## config.mk

```make
export PLATFORM = sky130hd
export DESIGN_NAME = pcb_front
export DESIGN_NICKNAME = d
export VERILOG_FILES = /design/src/rtl/core/pcb_pkg.sv /design/src/rtl/core/pcb_front.sv
export SDC_FILE = /design/constraint.sdc
export NUM_CORES = 1
export LEC_CHECK = 0
export BUFFER_PORTS_ARGS = -buffer_cell sky130_fd_sc_hd__buf_2
export CAP_MARGIN = 10
export CORE_ASPECT_RATIO = 1.4
export CORE_MARGIN = 10
export CORE_UTILIZATION = 37
export DETAILED_ROUTE_END_ITERATION = 12
export PLACE_DENSITY = 0.81
export SKIP_CTS_REPAIR_TIMING = 1
export SLEW_MARGIN = 10
export SYNTH_ARGS = -nofsm -noshare
export SYNTH_HDL_FRONTEND = slang
export SYNTH_SLANG_ARGS = --single-unit
```

## constraint.sdc

```tcl
create_clock -name clk_i -period 5.78 [get_ports clk_i]
set_clock_uncertainty 0.05 [all_clocks]
set_input_delay 1.445 -clock clk_i [delete_from_list [all_inputs] [get_ports clk_i]]
set_output_delay 1.445 -clock clk_i [all_outputs]
set_load 0.1 [all_outputs]
```

## src/rtl/core/pcb_pkg.sv

```systemverilog
// Shared types and constants for the pixel color boost block.
// Holds field widths, register codes, reset values and the noise generator
// constants. No dependencies.
package pcb_pkg;

  localparam int CH_W   = 8;
  localparam int PIX_W  = 32;
  localparam int GAIN_W = 12;
  localparam int EG_W   = GAIN_W + 1;
  localparam int LVL_W  = 9;
  localparam int SEED_W = 32;
  localparam int ADDR_W = 5;
  localparam int DATA_W = 32;

  localparam int GAIN_FRAC_BITS_DEF = 8;
  localparam int QUEUE_DEPTH_DEF    = 2;

  localparam logic [GAIN_W-1:0] BRIGHT_RST   = 12'd333;
  localparam logic [GAIN_W-1:0] CONTRAST_RST = 12'd512;
  localparam logic [GAIN_W-1:0] SAT_RST      = 12'd768;
  localparam logic [LVL_W-1:0]  LEVEL_RST    = 9'd38;
  localparam logic [LVL_W-1:0]  LEVEL_MAX    = 9'd256;
  localparam logic [SEED_W-1:0] SEED_RST     = 32'hDEADBEEF;

  localparam logic [SEED_W-1:0] LCG_MUL = 32'd1103515245;
  localparam logic [SEED_W-1:0] LCG_ADD = 32'd12345;

  localparam int LUMA_R = 77;
  localparam int LUMA_G = 150;
  localparam int LUMA_B = 29;
  localparam int LUMA_SHIFT = 8;
  localparam int NOISE_SHIFT = 8;
  localparam int MID_LEVEL = 128;
  localparam int MAX_LEVEL = 255;

  typedef enum logic [2:0] {
    REG_BRIGHT   = 3'd0,
    REG_CONTRAST = 3'd1,
    REG_SAT      = 3'd2,
    REG_LEVEL    = 3'd3,
    REG_SEED     = 3'd4
  } reg_idx_e;

  typedef struct packed {
    logic [EG_W-1:0]  bright;
    logic [EG_W-1:0]  contrast;
    logic [EG_W-1:0]  sat;
    logic [LVL_W-1:0] level;
  } gains_t;

  typedef struct packed {
    logic              load;
    logic [SEED_W-1:0] seed;
    logic              enable;
  } noise_ctl_t;

  typedef struct packed {
    logic [PIX_W-1:0] pixel;
    logic [CH_W-1:0]  noise_byte;
  } q_item_t;

endpackage

```

## src/rtl/core/pcb_front.sv

```systemverilog
// Front end: accepts pixels, steps the noise generator while noise is enabled and tags each
// pixel with its noise byte before it enters the queue.
// Depends on pcb_pkg.
module pcb_front (
  input  logic                       clk_i,
  input  logic                       rst_ni,
  input  logic                       in_valid_i,
  output logic                       in_ready_o,
  input  logic [pcb_pkg::PIX_W-1:0]  pixel_in_i,
  input  pcb_pkg::noise_ctl_t        noise_ctl_i,
  input  logic                       q_full_i,
  output logic                       q_push_o,
  output pcb_pkg::q_item_t           q_item_o
);
  import pcb_pkg::*;

  logic [SEED_W-1:0] gen_q, gen_d, gen_next;
  logic              accept;

  assign in_ready_o = !q_full_i;
  assign accept     = in_valid_i && !q_full_i;
  assign gen_next   = gen_q * LCG_MUL + LCG_ADD;

  always_comb begin
    gen_d = gen_q;
    if (noise_ctl_i.load) begin
      gen_d = noise_ctl_i.seed;
    end else if (accept && noise_ctl_i.enable) begin
      gen_d = gen_next;
    end
  end

  always_ff @(posedge clk_i or negedge rst_ni) begin
    if (!rst_ni) begin
      gen_q <= SEED_RST;
    end else begin
      gen_q <= gen_d;
    end
  end

  assign q_push_o            = accept;
  assign q_item_o.pixel      = pixel_in_i;
  assign q_item_o.noise_byte = gen_next[CH_W-1:0];

endmodule

```

==> metrics.md <==
| Metric | Value |
|---|---|
| Status | finished, final reports clean |
| Die area | 5770 sq um |
| Hold Crit Class | flip-flop to flip-flop |
| Synth Cell Area | 1150 sq um |
| TritonCTS clock tree | done |
| Worst skew pair latency | 230 ps |
| Startpoint Class | flip-flop |
| Dpl hpwl | 2.00 mm |
| Bufs on Longest Clock Path | 2 |
| Ys Warns | 0 |
| Initial core utilization | 0.392 |
| First-pass DRT Iterations | 4 |
| Relative slew slack | 0.669 |
| Yosys top cell area share | 0.229 |
| Yosys top cell by area | ha_1 |
| Reg with most FFs | gen_q |
| Arrival time at the worst endpoint | 4130 ps |
| WL met1 | 724 microns |
| Global-route wire length before repair | 3.82 mm |
| P&R area growth vs syn | 7.62% |
| Initial DRC count | 11 |
| Core area | 2940 sq um |
| N_diodes | 0 |
| Wirelength per Cell | 15.1 microns |
| I/O pin count | 112 |
| Max cap viols | 0 |
| GPL Wtd Cong | 0.826 |
| Die width | 67.1 microns |
| Crit. End Element | output port |
| Pin count of the biggest net entering global routing | 18 |
| TritonCTS buffer count | 3 |
| DRC | 0 |
| Site Rows | 23 |
| WL met3 | 178 microns |
| Sink Count | 8 |
| Req. time, crit path | 4280 ps |
| Vias per cell | 4.89 |
| Vias | 743 |
| Initial antenna violation count | 0 |
| Final ANT Viol Nets | 0 |
| Clock slew at reported path FFs | 40 ps |
| Congestion Overflow GR | 0 |
| Fin nets | 212 |
| H-tree Lvls | 1 |
| Die height | 86.0 microns |
| Crit path kind | flip-flop to output port |
| Setup TNS | 0 ps |
| # port buffers | 23 |
| Flops & latches, synth | 8 |
| RSZ-0062 raised after global routing | no |
| Layout cells sized above 1 | 0.383 |
| Syn avg cell area | 9.50 sq um |
| Routed WL | 2.30 mm |
| Met2 wire len | 1.29 mm |
| Inst Count DP | 147 |
| Final-report setup violation count | 0 |
| Post-synthesis sequential area ratio | 0.182 |
| Fmax | 178 MHz |
| Root Buffer | clkbuf_8 |
| Final cell count without fillers | 152 |
| Slew at the pin closest to its max-slew limit | 499 ps |
| GRT Total Usage | 0.0847 |
| Max Slew Vio Count | 0 |
| Crit-path max FO | 4 |
| Yosys cell types | 20 |
| Top Registers | gen_q (8) |
| Final critical-path share of the clock period | 0.973 |
| Final Hold Viols | 0 |
| Highest Signal Layer | met4 |
| Cell count after synthesis | 121 |
| Vias in the first global route | 845 |
| Max reg flops | 8 |
| Ranking of synthesized cells by area | ha_1, buf_4, dfstp_2, xnor2_1, fa_1 |
| Synthesized net count | 217 |
| Min Tclk post-route | 5630 ps |
-- cell usage in the layout, fill, tap and decap left out --
| cell | n |
|---|---|
| nand2_1 | 8 |
| nor2b_1 | 2 |
| dfrtp_1 | 1 |
| o21ai_0 | 6 |
| xnor2_2 | 3 |
| ha_4 | 4 |
| mux2i_1 | 5 |
| buf_2 | 21 |
| a31oi_1 | 1 |
| inv_1 | 8 |
| buf_4 | 1 |
| xnor2_1 | 9 |
| a21oi_1 | 2 |
| xor2_2 | 1 |
| xor2_1 | 1 |
| buf_12 | 2 |
| nand3_1 | 1 |
| clkbuf_8 | 3 |
| fa_1 | 5 |
| clkbuf_1 | 1 |
| a21oi_4 | 1 |
| ha_1 | 17 |
| dfstp_2 | 7 |
| a221o_1 | 1 |
| nor2_1 | 2 |
| a21o_1 | 1 |
| inv_2 | 1 |
-- cell families after synthesis --
| family | synth area share |
|---|---|
| compound gates | 0.0599 |
| fa+ha+maj | 0.316 |
| flops | 0.182 |
| buf+inv | 0.245 |
| mux | 0.0435 |
| simple gates | 0.0479 |
| xor+xnor | 0.107 |
-- worst max-delay path, stage by stage (launching register included) --
cell,delay [ps]
dfstp_2,580
ha_4,220
fa_1,430
ha_1,290
ha_1,280
ha_1,300
ha_1,280
inv_1,50
fa_1,490
inv_2,50
ha_4,270
a21oi_4,60
xnor2_2,140
xnor2_2,250
buf_12,210
-- cells in the mapped netlist, drive strengths merged --
| master | instances |
|---|---|
| mux2i | 5 |
| a221o | 1 |
| dfrtp | 1 |
| a21o | 1 |
| nand2 | 8 |
| xnor2 | 12 |
| clkbuf | 1 |
| buf | 33 |
| xor2 | 2 |
| nor2 | 2 |
| nand3 | 1 |
| dfstp | 7 |
| o21ai | 6 |
| ha | 21 |
| nor2b | 2 |
| a31oi | 1 |
| inv | 9 |
| a21oi | 3 |
| fa | 5 |
-- routing by layer --
layer,global-route usage,vias up
met2,0.157,29
li1,-,349
met5,0,-
met3,0.0326,20
met1,0.0706,345
met4,0.0562,0
-- worst paths after layout --
check                          from          end  slack [ps]  depth (start not counted)
min in group asynchronous    rst_ni     gen_q[4]        1000                          1
min reg2reg                gen_q[6]     gen_q[6]         540                          2
max                        gen_q[3]  q_item_o[7]         150                         14
max reg2reg                gen_q[3]     gen_q[7]        1720                         14
min                        gen_q[6]     gen_q[6]         540                          2
max in group asynchronous    rst_ni     gen_q[1]        4450                          1
-- through the flow --
step                worst slack, ps  cell area [sq um]  utilization  hold WS [ps]
global route                   17.1               1240        0.422           573
detailed placement              122               1120        0.380           530
floorplan                      -237               1170            -           490
CTS                            -137               1160        0.396           538
global placement                144               1120        0.380           519
finish                          154               1240        0.422           539
-- cell type report --
| cell class | count | area (sq um) |
|---|---|---|
| clock buffers | 4 | 45.0 |
| inverters | 9 | 33.8 |
| flip-flops and latches | 8 | 209 |
| fillers | 290 | 1700 |
| repair buffers | 24 | 153 |
| multi-input cells | 70 | 751 |
| well taps | 37 | 46.3 |
Power is left out: the tool's default activity adds up to more than one toggle a clock period on the data nets, which glitch-free logic cannot reach.
