**src/rtl/core/pcb_pkg.sv**
```systemverilog
// Shared types and constants for the pixel color boost block.
// Holds field widths, register codes, reset values and the noise generator
// constants. No dependencies.
package pcb_pkg;

  localparam int CH_W   = 8;
  localparam int PIX_W  = 32;
  localparam int GAIN_W = 12;
  localparam int EG_W   = GAIN_W + 1;
  localparam int LVL_W  = 9;
  localparam int SEED_W = 32;
  localparam int ADDR_W = 5;
  localparam int DATA_W = 32;

  localparam int GAIN_FRAC_BITS_DEF = 8;
  localparam int QUEUE_DEPTH_DEF    = 2;

  localparam logic [GAIN_W-1:0] BRIGHT_RST   = 12'd333;
  localparam logic [GAIN_W-1:0] CONTRAST_RST = 12'd512;
  localparam logic [GAIN_W-1:0] SAT_RST      = 12'd768;
  localparam logic [LVL_W-1:0]  LEVEL_RST    = 9'd38;
  localparam logic [LVL_W-1:0]  LEVEL_MAX    = 9'd256;
  localparam logic [SEED_W-1:0] SEED_RST     = 32'hDEADBEEF;

  localparam logic [SEED_W-1:0] LCG_MUL = 32'd1103515245;
  localparam logic [SEED_W-1:0] LCG_ADD = 32'd12345;

  localparam int LUMA_R = 77;
  localparam int LUMA_G = 150;
  localparam int LUMA_B = 29;
  localparam int LUMA_SHIFT = 8;
  localparam int NOISE_SHIFT = 8;
  localparam int MID_LEVEL = 128;
  localparam int MAX_LEVEL = 255;

  typedef enum logic [2:0] {
    REG_BRIGHT   = 3'd0,
    REG_CONTRAST = 3'd1,
    REG_SAT      = 3'd2,
    REG_LEVEL    = 3'd3,
    REG_SEED     = 3'd4
  } reg_idx_e;

  typedef struct packed {
    logic [EG_W-1:0]  bright;
    logic [EG_W-1:0]  contrast;
    logic [EG_W-1:0]  sat;
    logic [LVL_W-1:0] level;
  } gains_t;

  typedef struct packed {
    logic              load;
    logic [SEED_W-1:0] seed;
    logic              enable;
  } noise_ctl_t;

  typedef struct packed {
    logic [PIX_W-1:0] pixel;
    logic [CH_W-1:0]  noise_byte;
  } q_item_t;

endpackage

```
**src/rtl/core/pcb_queue.sv**
```systemverilog
// Short queue between the front end and the processing pipeline.
// Depends on pcb_pkg.
module pcb_queue #(
  parameter int DEPTH = pcb_pkg::QUEUE_DEPTH_DEF
) (
  input  logic             clk_i,
  input  logic             rst_ni,
  input  logic             push_i,
  input  pcb_pkg::q_item_t item_i,
  output logic             full_o,
  input  logic             pop_i,
  output logic             valid_o,
  output pcb_pkg::q_item_t item_o
);
  import pcb_pkg::*;

  localparam int PTR_W = (DEPTH > 1) ? $clog2(DEPTH) : 1;
  localparam int CNT_W = $clog2(DEPTH + 1);
  localparam logic [PTR_W-1:0] LAST = PTR_W'(DEPTH - 1);

  q_item_t           mem_q [DEPTH];
  logic [PTR_W-1:0]  wptr_q, wptr_d, rptr_q, rptr_d;
  logic [CNT_W-1:0]  cnt_q, cnt_d;
  logic              do_push, do_pop;

  assign full_o  = (cnt_q == CNT_W'(DEPTH));
  assign valid_o = (cnt_q != '0);
  assign item_o  = mem_q[rptr_q];
  assign do_push = push_i && !full_o;
  assign do_pop  = pop_i && valid_o;

  always_comb begin
    wptr_d = wptr_q;
    rptr_d = rptr_q;
    cnt_d  = cnt_q;
    if (do_push) begin
      wptr_d = (wptr_q == LAST) ? '0 : wptr_q + 1'b1;
    end
    if (do_pop) begin
      rptr_d = (rptr_q == LAST) ? '0 : rptr_q + 1'b1;
    end
    if (do_push && !do_pop) begin
      cnt_d = cnt_q + 1'b1;
    end else if (do_pop && !do_push) begin
      cnt_d = cnt_q - 1'b1;
    end
  end

  always_ff @(posedge clk_i or negedge rst_ni) begin
    if (!rst_ni) begin
      wptr_q <= '0;
      rptr_q <= '0;
      cnt_q  <= '0;
    end else begin
      wptr_q <= wptr_d;
      rptr_q <= rptr_d;
      cnt_q  <= cnt_d;
    end
  end

  always_ff @(posedge clk_i) begin
    if (do_push) begin
      mem_q[wptr_q] <= item_i;
    end
  end

endmodule

```
**config.mk**
```make
export PLATFORM = sky130hd
export DESIGN_NAME = pcb_queue
export DESIGN_NICKNAME = d
export VERILOG_FILES = /design/src/rtl/core/pcb_pkg.sv /design/src/rtl/core/pcb_queue.sv
export SDC_FILE = /design/constraint.sdc
export NUM_CORES = 1
export LEC_CHECK = 0
export BUFFER_PORTS_ARGS = -buffer_cell sky130_fd_sc_hd__buf_2
export CAP_MARGIN = 15
export CORE_ASPECT_RATIO = 0.5
export CORE_MARGIN = 5
export CORE_UTILIZATION = 54
export CTS_BUF_LIST = sky130_fd_sc_hd__clkbuf_4 sky130_fd_sc_hd__clkbuf_8
export DETAILED_ROUTE_END_ITERATION = 8
export PLACE_DENSITY = 0.93
export SYNTH_ARGS = -nofsm -noshare
export SYNTH_HDL_FRONTEND = slang
export SYNTH_SLANG_ARGS = --single-unit
export TNS_END_PERCENT = 20
```
**constraint.sdc**
```tcl
create_clock -name clk_i -period 3.4 [get_ports clk_i]
set_clock_uncertainty 0.05 [all_clocks]
set_input_delay 0.85 -clock clk_i [delete_from_list [all_inputs] [get_ports clk_i]]
set_output_delay 0.85 -clock clk_i [all_outputs]
set_load 0.1 [all_outputs]
```
==> results.sh <==
export IMPL_status="finished, final reports clean"
export IMPL_crit_path_start_kind="flip-flop"
export IMPL_wire_per_inst_um=17.67
export IMPL_num_vias=1575
export IMPL_grt_pass1_vias=1764
export IMPL_path_max_fanout=20
export IMPL_die_x_um=120.4
export IMPL_post_cts_resize_count=0
export IMPL_critPathArrivalTime_ps=2020
export IMPL_chipHeight_um=65.20
export IMPL_post_cts_setup_buffers=0
export IMPL_ant_nets=0
export IMPL_maxCapViolCount=0
export IMPL_ys_seq_area_share_pct=76.05
export IMPL_crit_path_end_kind="primary output"
export IMPL_io_buffer_count=85
export IMPL_synth_area_um2=3291
export IMPL_ys_ff_latch=84
export IMPL_insertion_delay_ps=340
export IMPL_setup_tns_ps=0
export IMPL_cts_tree="done"
export IMPL_drive_gt1_share_pct=60.91
export IMPL_drv_slew=0
export IMPL_hold_viol_final=0
export IMPL_start_util_pct=55.02
export IMPL_grt_first_pass_wirelength_um=8921
export IMPL_rsz0062_at_grt="false"
export IMPL_io_pins=86
export IMPL_relSlewSlack_pct=37.25
export IMPL_area_delta_synth_final_pct=20.65
export IMPL_syn_area_per_cell_um2=22.85
export IMPL_synthCells=144
export IMPL_routed_wl_um=5655
export IMPL_vias_per_cell=4.922
export IMPL_first_iter_violations=62
export IMPL_synth_cell_types=16
export IMPL_drt_pre_antenna_iters=4
export IMPL_cts_root_buf="clkbuf_8"
export IMPL_core_area_um2=5981
export IMPL_min_period_ps=2923
export IMPL_grt_max_degree=41
export IMPL_die_area_um2=7850
export IMPL_max_freq_mhz=342.1
export IMPL_drc=0
export IMPL_clk_pin_slew_worst_paths_ps=80
export IMPL_h_tree_depth=3
export IMPL_grtUsageTotal_pct=15.29
export IMPL_path_class="flip-flop to primary output"
export IMPL_antenna_found_initial=0
export IMPL_ctsHoldBuffers=0
export IMPL_gp_congestion=0.6736
export IMPL_hpwl_um=3959
export IMPL_whs_ps=256.5
export IMPL_final_period_utilization_pct=85.98
export IMPL_rows=20
export IMPL_overflow=0
export IMPL_worst_pin_slew_ps=941.2
export IMPL_cts_inserted_buffers=9
export IMPL_nets=283
export IMPL_setup_viol=0
export IMPL_cp_required_ps=2500
export IMPL_cts_buffer_depth=2
export IMPL_synthesis_nets=189
export IMPL_hp_class="primary input to asynchronous set/reset pin"
export IMPL_ys_warn_count=0
export IMPL_diodes=0
export IMPL_final_core_util_pct=66.38
export IMPL_cts_sinks=84
## layer usage
metal	wire length [um]	track usage, %	vias up
met3	234	5.589	6
li1	-	-	743
met2	3103	26.48	42
met4	59	6.356	0
met1	2258	17.43	784
met5	0	0	-
## worst paths after layout
path,from,end,slack (ps),cells past startpoint
max,rptr_q,item_o[34],480,3
max in group asynchronous,rst_ni,rptr_q,2900,1
min in group clk_i,cnt_q[0],cnt_q[0],500,1
min reg2reg,cnt_q[0],cnt_q[0],500,1
max reg2reg,cnt_q[0],mem_q[1][3],1550,2
min,rst_ni,cnt_q[1],260,1
## logic make-up (layout without fill, tap and decap cells)
family                   after synthesis  in the layout  synth area share (%)
adder cells (fa/ha/maj)                1              1                0.3802
buffers and inverters                  7            106                 3.004
multiplexers                          40             40                 18.14
AND/OR/NAND/NOR                        7              7                 1.103
XOR/XNOR                               5              5                 1.331
flip-flops                            84             84                 76.05
## flip-flops by register name, indices dropped and copies added, names as in the netlist
signal and flops:
mem_q 80, cnt_q 2, rptr_q 1, wptr_q 1
## cell type report
class                   instances  area [um2]
well taps                      77       96.34
inverters                       2       7.507
flip-flops and latches         84        2504
clock buffers                  11       138.9
multi-input cells              53       698.2
clock inverters                 5       52.55
fillers                       399        2011
repair buffers                 88       473.0
## synth_stat cells
master / number / area, um2
nand2b_1: 1 / 6.260
inv_1: 2 / 7.510
and3_1: 1 / 6.260
dfrtp_1: 4 / 100.1
buf_6: 1 / 11.26
mux2_2: 1 / 11.26
xnor2_1: 3 / 26.28
nor2_1: 2 / 7.510
buf_12: 4 / 80.08
or2_1: 1 / 6.260
nand2_2: 1 / 6.260
nand2_1: 1 / 3.750
ha_1: 1 / 12.51
edfxtp_1: 80 / 2402
xor2_1: 2 / 17.52
mux2_4: 39 / 585.6
## critical path: stages (launching register included)
cell and delay, ps:
dfrtp_2 760, buf_4 310, mux2_4 320, buf_2 290
## per-stage QoR
stage          cell area [um2]  std cells  setup slack (ps)
2_1_floorplan             3291        144             289.0
3_3_place_gp              3779        304             846.8
3_5_place_dp              3779        304             825.4
4_1_cts                   3970        320             439.6
5_1_grt                   3970        320             388.7
6_report                  3970        320             476.6
## placed cells by master, fill, tap and decap left out, drive strengths merged
cell type,instances
xor2,2
clkinv,3
edfxtp,80
nand2b,1
nor2,2
clkbuf,11
clkinvlp,1
inv,2
buf,88
or2,1
dfrtp,4
ha,1
bufinv,1
mux2,40
and3,1
nand2,2
xnor2,3
Power is not shown: default switching activity piles up to over one toggle a cycle in this logic, so the estimate is an artifact.
