File: src/rtl/core/pcb_pkg.sv
// Shared types and constants for the pixel color boost block.
// Holds field widths, register codes, reset values and the noise generator
// constants. No dependencies.
package pcb_pkg;

  localparam int CH_W   = 8;
  localparam int PIX_W  = 32;
  localparam int GAIN_W = 12;
  localparam int EG_W   = GAIN_W + 1;
  localparam int LVL_W  = 9;
  localparam int SEED_W = 32;
  localparam int ADDR_W = 5;
  localparam int DATA_W = 32;

  localparam int GAIN_FRAC_BITS_DEF = 8;
  localparam int QUEUE_DEPTH_DEF    = 2;

  localparam logic [GAIN_W-1:0] BRIGHT_RST   = 12'd333;
  localparam logic [GAIN_W-1:0] CONTRAST_RST = 12'd512;
  localparam logic [GAIN_W-1:0] SAT_RST      = 12'd768;
  localparam logic [LVL_W-1:0]  LEVEL_RST    = 9'd38;
  localparam logic [LVL_W-1:0]  LEVEL_MAX    = 9'd256;
  localparam logic [SEED_W-1:0] SEED_RST     = 32'hDEADBEEF;

  localparam logic [SEED_W-1:0] LCG_MUL = 32'd1103515245;
  localparam logic [SEED_W-1:0] LCG_ADD = 32'd12345;

  localparam int LUMA_R = 77;
  localparam int LUMA_G = 150;
  localparam int LUMA_B = 29;
  localparam int LUMA_SHIFT = 8;
  localparam int NOISE_SHIFT = 8;
  localparam int MID_LEVEL = 128;
  localparam int MAX_LEVEL = 255;

  typedef enum logic [2:0] {
    REG_BRIGHT   = 3'd0,
    REG_CONTRAST = 3'd1,
    REG_SAT      = 3'd2,
    REG_LEVEL    = 3'd3,
    REG_SEED     = 3'd4
  } reg_idx_e;

  typedef struct packed {
    logic [EG_W-1:0]  bright;
    logic [EG_W-1:0]  contrast;
    logic [EG_W-1:0]  sat;
    logic [LVL_W-1:0] level;
  } gains_t;

  typedef struct packed {
    logic              load;
    logic [SEED_W-1:0] seed;
    logic              enable;
  } noise_ctl_t;

  typedef struct packed {
    logic [PIX_W-1:0] pixel;
    logic [CH_W-1:0]  noise_byte;
  } q_item_t;

endpackage

File: src/rtl/core/pcb_regs.sv
// Configuration registers behind the APB-style port, with readback.
// Produces the effective gains and the noise generator controls.
// Depends on pcb_pkg.
module pcb_regs #(
  parameter int GAIN_FRAC_BITS = pcb_pkg::GAIN_FRAC_BITS_DEF
) (
  input  logic                      clk_i,
  input  logic                      rst_ni,
  input  logic                      psel,
  input  logic                      penable,
  input  logic                      pwrite,
  input  logic [pcb_pkg::ADDR_W-1:0] paddr,
  input  logic [pcb_pkg::DATA_W-1:0] pwdata,
  output logic [pcb_pkg::DATA_W-1:0] prdata,
  output logic                      pready,
  output pcb_pkg::gains_t           gains_o,
  output pcb_pkg::noise_ctl_t       noise_ctl_o
);
  import pcb_pkg::*;

  localparam logic [EG_W-1:0] UNITY = EG_W'(1 << GAIN_FRAC_BITS);

  logic [GAIN_W-1:0] bright_q, contrast_q, sat_q;
  logic [LVL_W-1:0]  level_q;
  logic [SEED_W-1:0] seed_q;
  logic              wr_en;
  reg_idx_e          idx;

  assign pready = 1'b1;
  assign wr_en  = psel & penable & pwrite;
  assign idx    = reg_idx_e'(paddr[ADDR_W-1:2]);

  always_ff @(posedge clk_i or negedge rst_ni) begin
    if (!rst_ni) begin
      bright_q   <= BRIGHT_RST;
      contrast_q <= CONTRAST_RST;
      sat_q      <= SAT_RST;
      level_q    <= LEVEL_RST;
      seed_q     <= SEED_RST;
    end else if (wr_en) begin
      case (idx)
        REG_BRIGHT:   bright_q   <= pwdata[GAIN_W-1:0];
        REG_CONTRAST: contrast_q <= pwdata[GAIN_W-1:0];
        REG_SAT:      sat_q      <= pwdata[GAIN_W-1:0];
        REG_LEVEL:    level_q    <= pwdata[LVL_W-1:0];
        REG_SEED:     seed_q     <= pwdata[SEED_W-1:0];
        default: ;
      endcase
    end
  end

  always_comb begin
    case (idx)
      REG_BRIGHT:   prdata = DATA_W'(bright_q);
      REG_CONTRAST: prdata = DATA_W'(contrast_q);
      REG_SAT:      prdata = DATA_W'(sat_q);
      REG_LEVEL:    prdata = DATA_W'(level_q);
      REG_SEED:     prdata = DATA_W'(seed_q);
      default:      prdata = '0;
    endcase
  end

  // A gain of zero acts as unity; a level above full scale saturates.
  always_comb begin
    gains_o.bright   = (bright_q == '0)   ? UNITY : {1'b0, bright_q};
    gains_o.contrast = (contrast_q == '0) ? UNITY : {1'b0, contrast_q};
    gains_o.sat      = (sat_q == '0)      ? UNITY : {1'b0, sat_q};
    gains_o.level    = (level_q > LEVEL_MAX) ? LEVEL_MAX : level_q;
    noise_ctl_o.load   = wr_en && (idx == REG_SEED);
    noise_ctl_o.seed   = pwdata[SEED_W-1:0];
    noise_ctl_o.enable = (level_q != '0);
  end

endmodule

File: config.mk
export PLATFORM = sky130hd
export DESIGN_NAME = pcb_regs
export DESIGN_NICKNAME = d
export VERILOG_FILES = /design/src/rtl/core/pcb_pkg.sv /design/src/rtl/core/pcb_regs.sv
export SDC_FILE = /design/constraint.sdc
export NUM_CORES = 1
export LEC_CHECK = 0
export ABC_CLOCK_PERIOD_IN_PS = 3270
export BUFFER_PORTS_ARGS = -buffer_cell sky130_fd_sc_hd__buf_2
export CAP_MARGIN = 0
export CORE_ASPECT_RATIO = 2
export CORE_UTILIZATION = 53
export DETAILED_ROUTE_END_ITERATION = 8
export PLACE_DENSITY = 0.92
export SLEW_MARGIN = 25
export SYNTH_ARGS = -nofsm -noshare
export SYNTH_HDL_FRONTEND = slang
export SYNTH_SLANG_ARGS = --single-unit
File: constraint.sdc
create_clock -name clk_i -period 3.27 [get_ports clk_i]
set_clock_uncertainty 0.1 [all_clocks]
set_input_delay 0.327 -clock clk_i [delete_from_list [all_inputs] [get_ports clk_i]]
set_output_delay 0.327 -clock clk_i [all_outputs]
set_load 0.02 [all_outputs]
==> results of run 1 <==
placed cells by master (no fill, tap or decap), types with 2 or more instances in the layout:
| master | n |
|---|---|
| a21o_1 | 9 |
| a22oi_1 | 2 |
| a31o_2 | 3 |
| and2_1 | 20 |
| buf_2 | 149 |
| buf_4 | 3 |
| clkbuf_16 | 9 |
| clkinvlp_4 | 3 |
| conb_1 | 4 |
| dfrtp_1 | 42 |
| dfstp_2 | 35 |
| mux2_2 | 48 |
| mux2_4 | 29 |
| mux2i_1 | 21 |
| nand2b_2 | 2 |
| nor2_2 | 2 |
| nor2_4 | 3 |
| nor2b_1 | 10 |
| nor3_1 | 4 |
| nor4_1 | 7 |
| o22ai_1 | 11 |
through the flow:
stage	area [um^2]	worst slack (ps)
global route	4964	899.6
floorplan	4297	1582
global placement	4649	985.3
detailed placement	4649	967.8
finish	4964	976.3
CTS	4950	958.6
worst max-delay path by stage:
stage              from    endpoint  slack, ps  cells after the start
3_5_place_dp   paddr[2]  prdata[15]        970                      6
3_3_place_gp   paddr[2]  prdata[15]        990                      6
5_1_grt        paddr[2]  prdata[27]        900                      6
4_1_cts        paddr[2]  prdata[15]        960                      6
2_1_floorplan  paddr[3]   prdata[9]       1580                      5
6_report       paddr[2]  prdata[30]        980                      6
power by group:
part	internal [W]	total [W]	switching, W
registers	0.00120	0.00138	0.000175
clock network	0.000593	0.000997	0.000403
logic	0.000393	0.000864	0.000471
sequential cells by signal, indices dropped and copies added (netlist names):
signal / count
contrast_q: 12
seed_q: 32
level_q: 9
sat_q: 12
bright_q: 12
kinds of logic after synthesis:
family | Yosys count
AO/OA/AOI/OAI | 27
buffers and inverters | 85
flip-flops | 77
multiplexers | 98
other | 2
AND/OR/NAND/NOR | 55
layout make-up:
| class | instances | area [um^2] |
|---|---|---|
| fillers | 605 | 2922 |
| clock inverters | 7 | 75.07 |
| repair buffers | 154 | 789.5 |
| flip-flops and latches | 77 | 1971 |
| multi-input cells | 184 | 1783 |
| clock buffers | 9 | 225.2 |
| well taps | 96 | 120.1 |
layer usage:
metal,vias up,GRT usage [%]
met2,119,44.09
met3,19,5.722
met5,-,0
li1,1294,-
met4,0,10.61
met1,1483,27.83
worst max-delay path: stages:
cell and delay, ps:
buf_2 150, nand2b_2 240, nor2_2 490, buf_4 330
and2_1 160, buf_2 160
timing repair:
action,4_1_cts,5_1_grt
buffers inserted,0,0
endpoints found under the hold margin,0,42
hold buffers,0,1
resized for setup,0,0
==> results.txt, run 1 <==
Rows = 46
sequential cell area fraction in the yosys report = 45.95%
Post-Syn Area = 0.004289 mm^2
crit path max fanout = 21
compound-gate portion of the synthesized area = 4.551%
Hold/Removal Path Class = input port to flop
Avg WL per Cell = 19.24 um
max cap viols = 0
pin count of the biggest net entering global routing = 78
Cells after Synth = 344
number of nets in the layout = 468
share of layout cells above drive strength 1 = 68.21%
Synth-to-Final Area Change = 15.72%
gpl congestion = 0.9085
via count = 2,915
WS Path Type = input port to output port
setup tns final = 0 ps
FFs w/ async S/R, synth = 100.0%
met1 wire length = 3822 um
XOR/XNOR share of the synthesized area = 0%
worst hold stages = 2
DRC = 0
clock sinks = 77
Tcrit/Tclk final = 70.14%
placed cells = 510
dominant synthesized flop cell = dfrtp_1
Synth Area per Inst = 12.47 um^2
Post-synth EDFFs = 0
final setup vio count = 0
Die ar. = 0.008478 mm^2
grt ovf = 0
HPWL after DPL = 7251 um
Max transition margin = 48.44%
core area = 0.007885 mm^2
Via-to-Cell Ratio = 5.531
most frequent cells after synthesis = mux2_2 (48), dfrtp_1 (42), clkbuf_1 (37)
global-route wire length before repair = 15,570 um
GRT Total Usage = 24.86%
initial antenna violation count = 0
startpoint types = input port
Worst VDD drop = 0.3536 mV
Crit path required time = 2840 ps
min-delay src = pwdata[18]
Hold Fails Final Rpt = 0
R2R Path Start = level_q[8]
hold path endpoint = seed_q[18]
largest family of logic cells by synthesized area = multiplexers
port buffer count = 150
Unique masters post-synth = 31
worst hold slack = 133.8 ps
P per Cell Area = 652.3 mW/mm^2
Leak = 2.536 nW
top routing layer used = met4
minimum clock period = 2294 ps
diodes inserted = 0
Critical Path End Type = output port
clock tree from TritonCTS = done
mux share of post-synthesis cell area = 27.65%
most common cell in the synthesized netlist = mux2_2
WL final = 10,140 um
Initial Util = 54.40%
#FFs+latches synth = 77
leading post-synthesis cells by cell area = dfrtp_1 (25%), dfstp_2 (21%), mux2_2 (13%), mux2_4 (10%), buf_4 (6.3%)
Die W = 65.61 um
Ports = 157
RSZ-0062 raised after global routing = false
worst r2r dst = level_q[8]
Synth Area in Adders = 0%
top cell type's share of synthesized area = 24.50%
H-tree Lvls = 3
Routed Antenna Nets = 0
Post-Synth Simple-Gate Area = 8.956%
Num CTS Buffers = 9
clock slew at reported path FFs = 60 ps
Post-Layout Cell Count = 527
crit path DAT = 1870 ps
DRT Pass-1 Iters = 4
Worst-Margin Slew = 772.6 ps
fin util = 62.95%
root buf cell = clkbuf_16
routed wl met3 = 472 um
drt first-iter violations = 170
CTS Buffer Depth = 2
Register-to-Register Path Depth = 1
Syn. warnings = 0
f_max = 0.4360 GHz
routed wl met2 = 5622 um
number of global-route vias before repair = 3,004
status = complete, no violations
Yosys top cell by area = dfrtp_1
Max Slew Vio Count = 0
Clk Latency, worst-skew pair = 330 ps
register-to-register setup slack = 2230 ps
total power = 0.003238 W
die height = 129.2 um
Power figures use the tool's default switching activity.
==> run 2, diff against run 1 <==
Settings changed: ABC_AREA from default to 1, ABC_CLOCK_PERIOD_IN_PS 3270 to 2400, CORE_UTILIZATION 53 to 50, PLACE_DENSITY 0.92 to 0.87.
Clock period 3.27 ns to 2.4 ns, I/O delays scaled along.
==> run 2 against run 1 <==
Against the previous run:
- area after synthesis grew 1.3%
- largest cell class unchanged
- design area rose by 1.9%
- core utilization fell by 2.4 points
- sequential cell count unchanged
- total power increased by 44%
- final cell count up 45%
- clock power up 54%
- sequential power up 36%
==> results.txt, run 2 <==
sequential share of power = 40.2%
global-route wire length before repair = 18,280 um
crit path max fanout = 8
leading post-synthesis cells by cell area = dfrtp_1 (24%), dfstp_2 (21%), nand2_1 (11%), buf_4 (7.3%), nor2_1 (6.5%)
clock power share = 33.1%
Num CTS Buffers = 9
Max Slew Vio Count = 0
Initial Util = 52.01%
Rows = 47
#FFs+latches synth = 77
worst r2r dst = level_q[1]
initial antenna violation count = 0
startpoint types = flop
die height = 133.8 um
register-to-register setup slack = 1430 ps
pin count of the biggest net entering global routing = 41
Post-Layout Cell Count = 762
Hold Fails Final Rpt = 0
Avg WL per Cell = 16.01 um
Sw Ratio = 34.04%
clock tree from TritonCTS = done
P_int = 0.003080 W
port buffer count = 150
status = complete, no violations
Reg with most FFs = seed_q
Synth Area per Inst = 7.449 um^2
number of nets in the layout = 701
clock slew at reported path FFs = 60 ps
placed cells = 745
top cell type's share of synthesized area = 24.20%
Critical Path End Type = output port
DRT Pass-1 Iters = 4
diodes inserted = 0
crit path DAT = 1690 ps
grt ovf = 0
setup tns final = 0 ps
post-CTS sizing = 0
Clk Latency, worst-skew pair = 340 ps
via count = 3,993
Post-synth EDFFs = 0
P per Cell Area = 923.1 mW/mm^2
Die ar. = 0.009085 mm^2
Max transition margin = 63.84%
Syn. warnings = 0
minimum clock period = 2034 ps
final setup vio count = 0
Unique masters post-synth = 22
Hold/Removal Path Class = input port to flop
most common cell in the synthesized netlist = nand2_1
FFs w/ async S/R, synth = 100.0%
Worst-Margin Slew = 541.8 ps
total power = 0.004669 W
root buf cell = clkbuf_16
RSZ-0062 raised after global routing = false
slowest stage cell, crit path = dfstp_2
share of layout cells above drive strength 1 = 33.13%
number of cells on the critical path = 6
CP Cell Sequence = nor2_1 > nand2_1 > nor2_1 > nor2_1 > nor2_1 > buf_2
commonest non-fill, non-tap cell in the layout = buf_2
clock sinks = 77
dominant synthesized flop cell = dfrtp_1
Cells after Synth = 583
WL final = 12,200 um
Yosys top cell by area = dfrtp_1
DRC = 0
CTS Buffer Depth = 2
number of global-route vias before repair = 3,726
worst hold slack = 22.74 ps
R2R Path Start = level_q[1]
Post-Syn Area = 0.004343 mm^2
HPWL after DPL = 9357 um
Crit path required time = 2060 ps
H-tree Lvls = 3
drt first-iter violations = 129
Leak = 2.676 nW
Routed Antenna Nets = 0
P_sw = 0.001589 W
core area = 0.008351 mm^2
max cap viols = 0
Die W = 67.90 um
Ports = 157
gpl congestion = 0.9901
sequential cell area fraction in the yosys report = 45.38%
WS Path Type = flop to output port
worst hold stages = 3
Post-CTS Setup Bufs = 0
Register-to-Register Path Depth = 2
CP top delay family = simple AND/OR/NAND/NOR gates
max incr delay on CP = 530 ps
max FFs per register = 32
Tcrit/Tclk final = 84.75%
commonest non-fill, non-tap cells in the layout = buf_2 (150), nand2_1 (127), nor2_1 (75)
CTS Hold Bufs = 1
Logic pwr share = 26.7%
GRT Total Usage = 28.26%
min-delay src = pwdata[15]
f_max = 0.4916 GHz
Top cell by count, worst path = nor2_1
hold path endpoint = seed_q[15]
Synth-to-Final Area Change = 16.48%
Worst VDD drop = 0.5164 mV
most frequent cells after synthesis = nand2_1 (127), nor2_1 (75), inv_1 (66)
worst path bufs/invs = 1
Via-to-Cell Ratio = 5.240
## run 2: worst max path at each step
stage,start,endpoint,slack [ps]
final,level_q[1],gains_o[5],370
after global placement,paddr[3],prdata[4],510
after CTS,level_q[1],gains_o[5],400
after floorplan,paddr[3],prdata[5],900
after detailed placement,paddr[3],prdata[4],500
after global routing,level_q[1],gains_o[5],270
## run 2: layout make-up
class                           instances  area [um^2]
Inverter                               68        255.2
Clock inverter                          6        111.4
Multi-Input combinational cell        345         1556
Sequential cell                        77         1971
Clock buffer                           10        229.0
Timing Repair Buffer                  158        813.3
Fill cell                             754         3292
Tap cell                               98        122.6
## run 2: kinds of logic after synthesis
kind of cell	Yosys count	share of synthesized area [%]
compound gates	83	9.565
buf+inv	163	18.96
flops	77	45.38
simple gates	258	25.93
other cells	2	0.1729
## run 2: power by group through the flow
stage / combinational [W] / clock, W / sequential (W)
after global placement: 0.00122 / 0 / 0.00188
after detailed placement: 0.00125 / 0 / 0.00189
after floorplan: 0.000920 / 0 / 0.00182
final: 0.00125 / 0.00154 / 0.00188
after CTS: 0.00125 / 0.00157 / 0.00187
after global routing: 0.00136 / 0.00162 / 0.00191
## run 2: per-stage QoR
step	util [%]	setup WS [ps]	area (um^2)
6_report	60.58	366.0	5059
5_1_grt	60.58	273.6	5059
3_3_place_gp	56.38	512.5	4708
3_5_place_dp	56.38	504.1	4708
2_1_floorplan	-	900.5	4350
4_1_cts	60.58	398.2	5059
## run 2: worst reg2reg max path: stages (launching register included)
cell	delay [ps]
dfstp_2	530
inv_1	80
o21ai_0	180
## run 2: per-layer routing
metal | up-vias | wire length (um) | GRT usage, %
li1 | 1894 | - | -
met1 | 1830 | 4005 | 27.24
met2 | 221 | 6475 | 50.61
met3 | 48 | 841 | 5.272
met4 | 0 | 880 | 19.91
met5 | - | 0 | 0
==> run 3, diff against run 2 <==
Settings changed: ABC_CLOCK_PERIOD_IN_PS 2400 to 1880.
Clock period 2.4 ns to 1.88 ns, I/O delays scaled along.
==> run 3 against run 2 <==
Against the previous run:
- design area grew 6.3%
- clock-buffer cell count did not move
- sequential power increased by 27%
- global-route usage up 1.4 points
- final cell count grew 3.5%
- register-to-register slack got worse by 530 ps
- sequential cell count unchanged
- combinational power grew 33%
- routed wire length is 5.1% higher
- non-clock buffer count increased by 27
- setup slack got worse by 360 ps
- first-iteration DRC count up 42%
- critical path type unchanged
- largest cell class unchanged
- highest routed layer unchanged
==> results.txt, run 3 (synthesis results as in run 2) <==
status = complete, no violations
slowest stage cell, crit path = dfrtp_1
final setup vio count = 0
core area = 0.008351 mm^2
Initial Util = 52.01%
Critical Path End Type = output port
gpl congestion = 0.9573
crit path max fanout = 4
placed cells = 752
share of layout cells above drive strength 1 = 33.29%
port buffer count = 150
via count = 4,148
root buf cell = clkbuf_16
HPWL after DPL = 9264 um
hold path endpoint = seed_q[20]
Clk Latency, worst-skew pair = 340 ps
max incr delay on CP = 460 ps
pin count of the biggest net entering global routing = 78
CTS Buffer Depth = 2
grt ovf = 0
Hold Fails Final Rpt = 0
Top cell by count, worst path = nand2_1
number of cells on the critical path = 5
initial antenna violation count = 0
RSZ-0062 raised after global routing = false
Rows = 47
GRT Total Usage = 29.65%
worst hold slack = 10.97 ps
Via-to-Cell Ratio = 5.257
worst hold stages = 3
WS Path Type = flop to output port
clock tree from TritonCTS = done
Final Cell Area = 0.005379 mm^2
Sw Ratio = 32.91%
H-tree Lvls = 3
Tcrit/Tclk final = 99.51%
startpoint types = flop
CP Cell Sequence = nand3_1 > nand2_1 > nor2_1 > nand2_1 > buf_2
Leak = 2.822 nW
placed cell areas = 0.004786 mm^2
commonest non-fill, non-tap cell in the layout = buf_2
worst path bufs/invs = 1
number of global-route vias before repair = 4,046
DRC = 0
worst r2r dst = level_q[1]
sequential share of power = 38.7%
commonest non-fill, non-tap cells in the layout = buf_2 (150), nand2_1 (127), nor2_1 (73)
Hold/Removal Path Class = input port to flop
max cap viols = 0
DRT Pass-1 Iters = 5
Reg with most FFs = seed_q
number of nets in the layout = 728
Ports = 157
Post-Layout Cell Count = 789
Max Slew Vio Count = 0
die height = 133.8 um
global-route wire length before repair = 19,290 um
register-to-register setup slack = 900 ps
Die W = 67.90 um
clock slew at reported path FFs = 60 ps
f_max = 0.5345 GHz
Routed Antenna Nets = 0
clock sinks = 77
max FFs per register = 32
Logic pwr share = 26.9%
R2R Path Start = level_q[1]
crit path DAT = 1580 ps
Post-CTS Setup Bufs = 0
minimum clock period = 1871 ps
Register-to-Register Path Depth = 2
Num CTS Buffers = 9
Synth-to-Final Area Change = 23.85%
setup tns final = 0 ps
clock power share = 34.4%
min-delay src = pwdata[20]
Worst VDD drop = 0.8167 mV
Crit path required time = 1590 ps
CP top delay family = simple AND/OR/NAND/NOR gates
P_int = 0.004146 W
diodes inserted = 0
WL final = 12,830 um
Avg WL per Cell = 16.26 um
P per Cell Area = 1149 mW/mm^2
drt first-iter violations = 183
P_sw = 0.002034 W
Die ar. = 0.009085 mm^2
## run 3: cell count changes in the layout (fill, tap and decap cells not counted), sizes merged
| cell | before | now |
|---|---|---|
| clkinvlp | 1 | 0 |
| dlygate4sd3 | 1 | 21 |
| buf | 157 | 164 |
| bufinv | 3 | 4 |
## run 3: worst min-delay path, delay by kind of cell
family,cells,cell delay [ps]
buf+inv,1,90
simple gates,1,40
compound gates,1,80
## run 3: stage by stage
step / worst slack [ps] / util, % / total power (W)
after floorplan: 484.5 / - / 0.003495
after global placement: 273.2 / 57.31 / 0.003957
after detailed placement: 223.8 / 57.31 / 0.004015
after CTS: 14.12 / 64.32 / 0.006204
after global routing: 12.97 / 64.41 / 0.006472
final: 9.202 / 64.41 / 0.006180
## run 3: cell type report
class | instances | area, um^2
Fill cell | 707 | 2972
Sequential cell | 77 | 1971
Multi-Input combinational cell | 345 | 1567
Timing Repair Buffer | 185 | 1091
Inverter | 68 | 255.2
Clock buffer | 10 | 239.0
Clock inverter | 6 | 133.9
Tap cell | 98 | 122.6
## run 3: worst max-delay path by stage
stage                      from       endpoint  slack (ps)
global placement       paddr[2]      prdata[6]         270
CTS                  level_q[1]      prdata[1]          10
global route         level_q[1]      prdata[1]          10
finish              bright_q[4]      prdata[4]           9
floorplan              paddr[3]      prdata[5]         480
detailed placement     paddr[3]  contrast_q[0]         220
## run 3: repair_timing
| action | in CTS | in global routing |
|---|---|---|
| hold buffers | 21 | 0 |
| endpoints found under the setup margin | 8 | 4 |
| endpoints found under the hold margin | 62 | 0 |
| resized for setup | 1 | 2 |
## run 3: power groups by stage
stage / Clock (W) / Combinational (W) / Sequential, W
floorplan: 0 / 0.00117 / 0.00232
global placement: 0 / 0.00156 / 0.00239
detailed placement: 0 / 0.00160 / 0.00241
CTS: 0.00217 / 0.00165 / 0.00239
global route: 0.00224 / 0.00181 / 0.00243
finish: 0.00213 / 0.00166 / 0.00239
## run 3: routing by layer
metal | up-vias | track usage (%) | wire length, um
li1 | 1949 | - | -
met1 | 1917 | 27.42 | 4187
met2 | 221 | 53.85 | 6885
met3 | 61 | 5.102 | 822
met4 | 0 | 22.22 | 934
met5 | - | 0 | 0
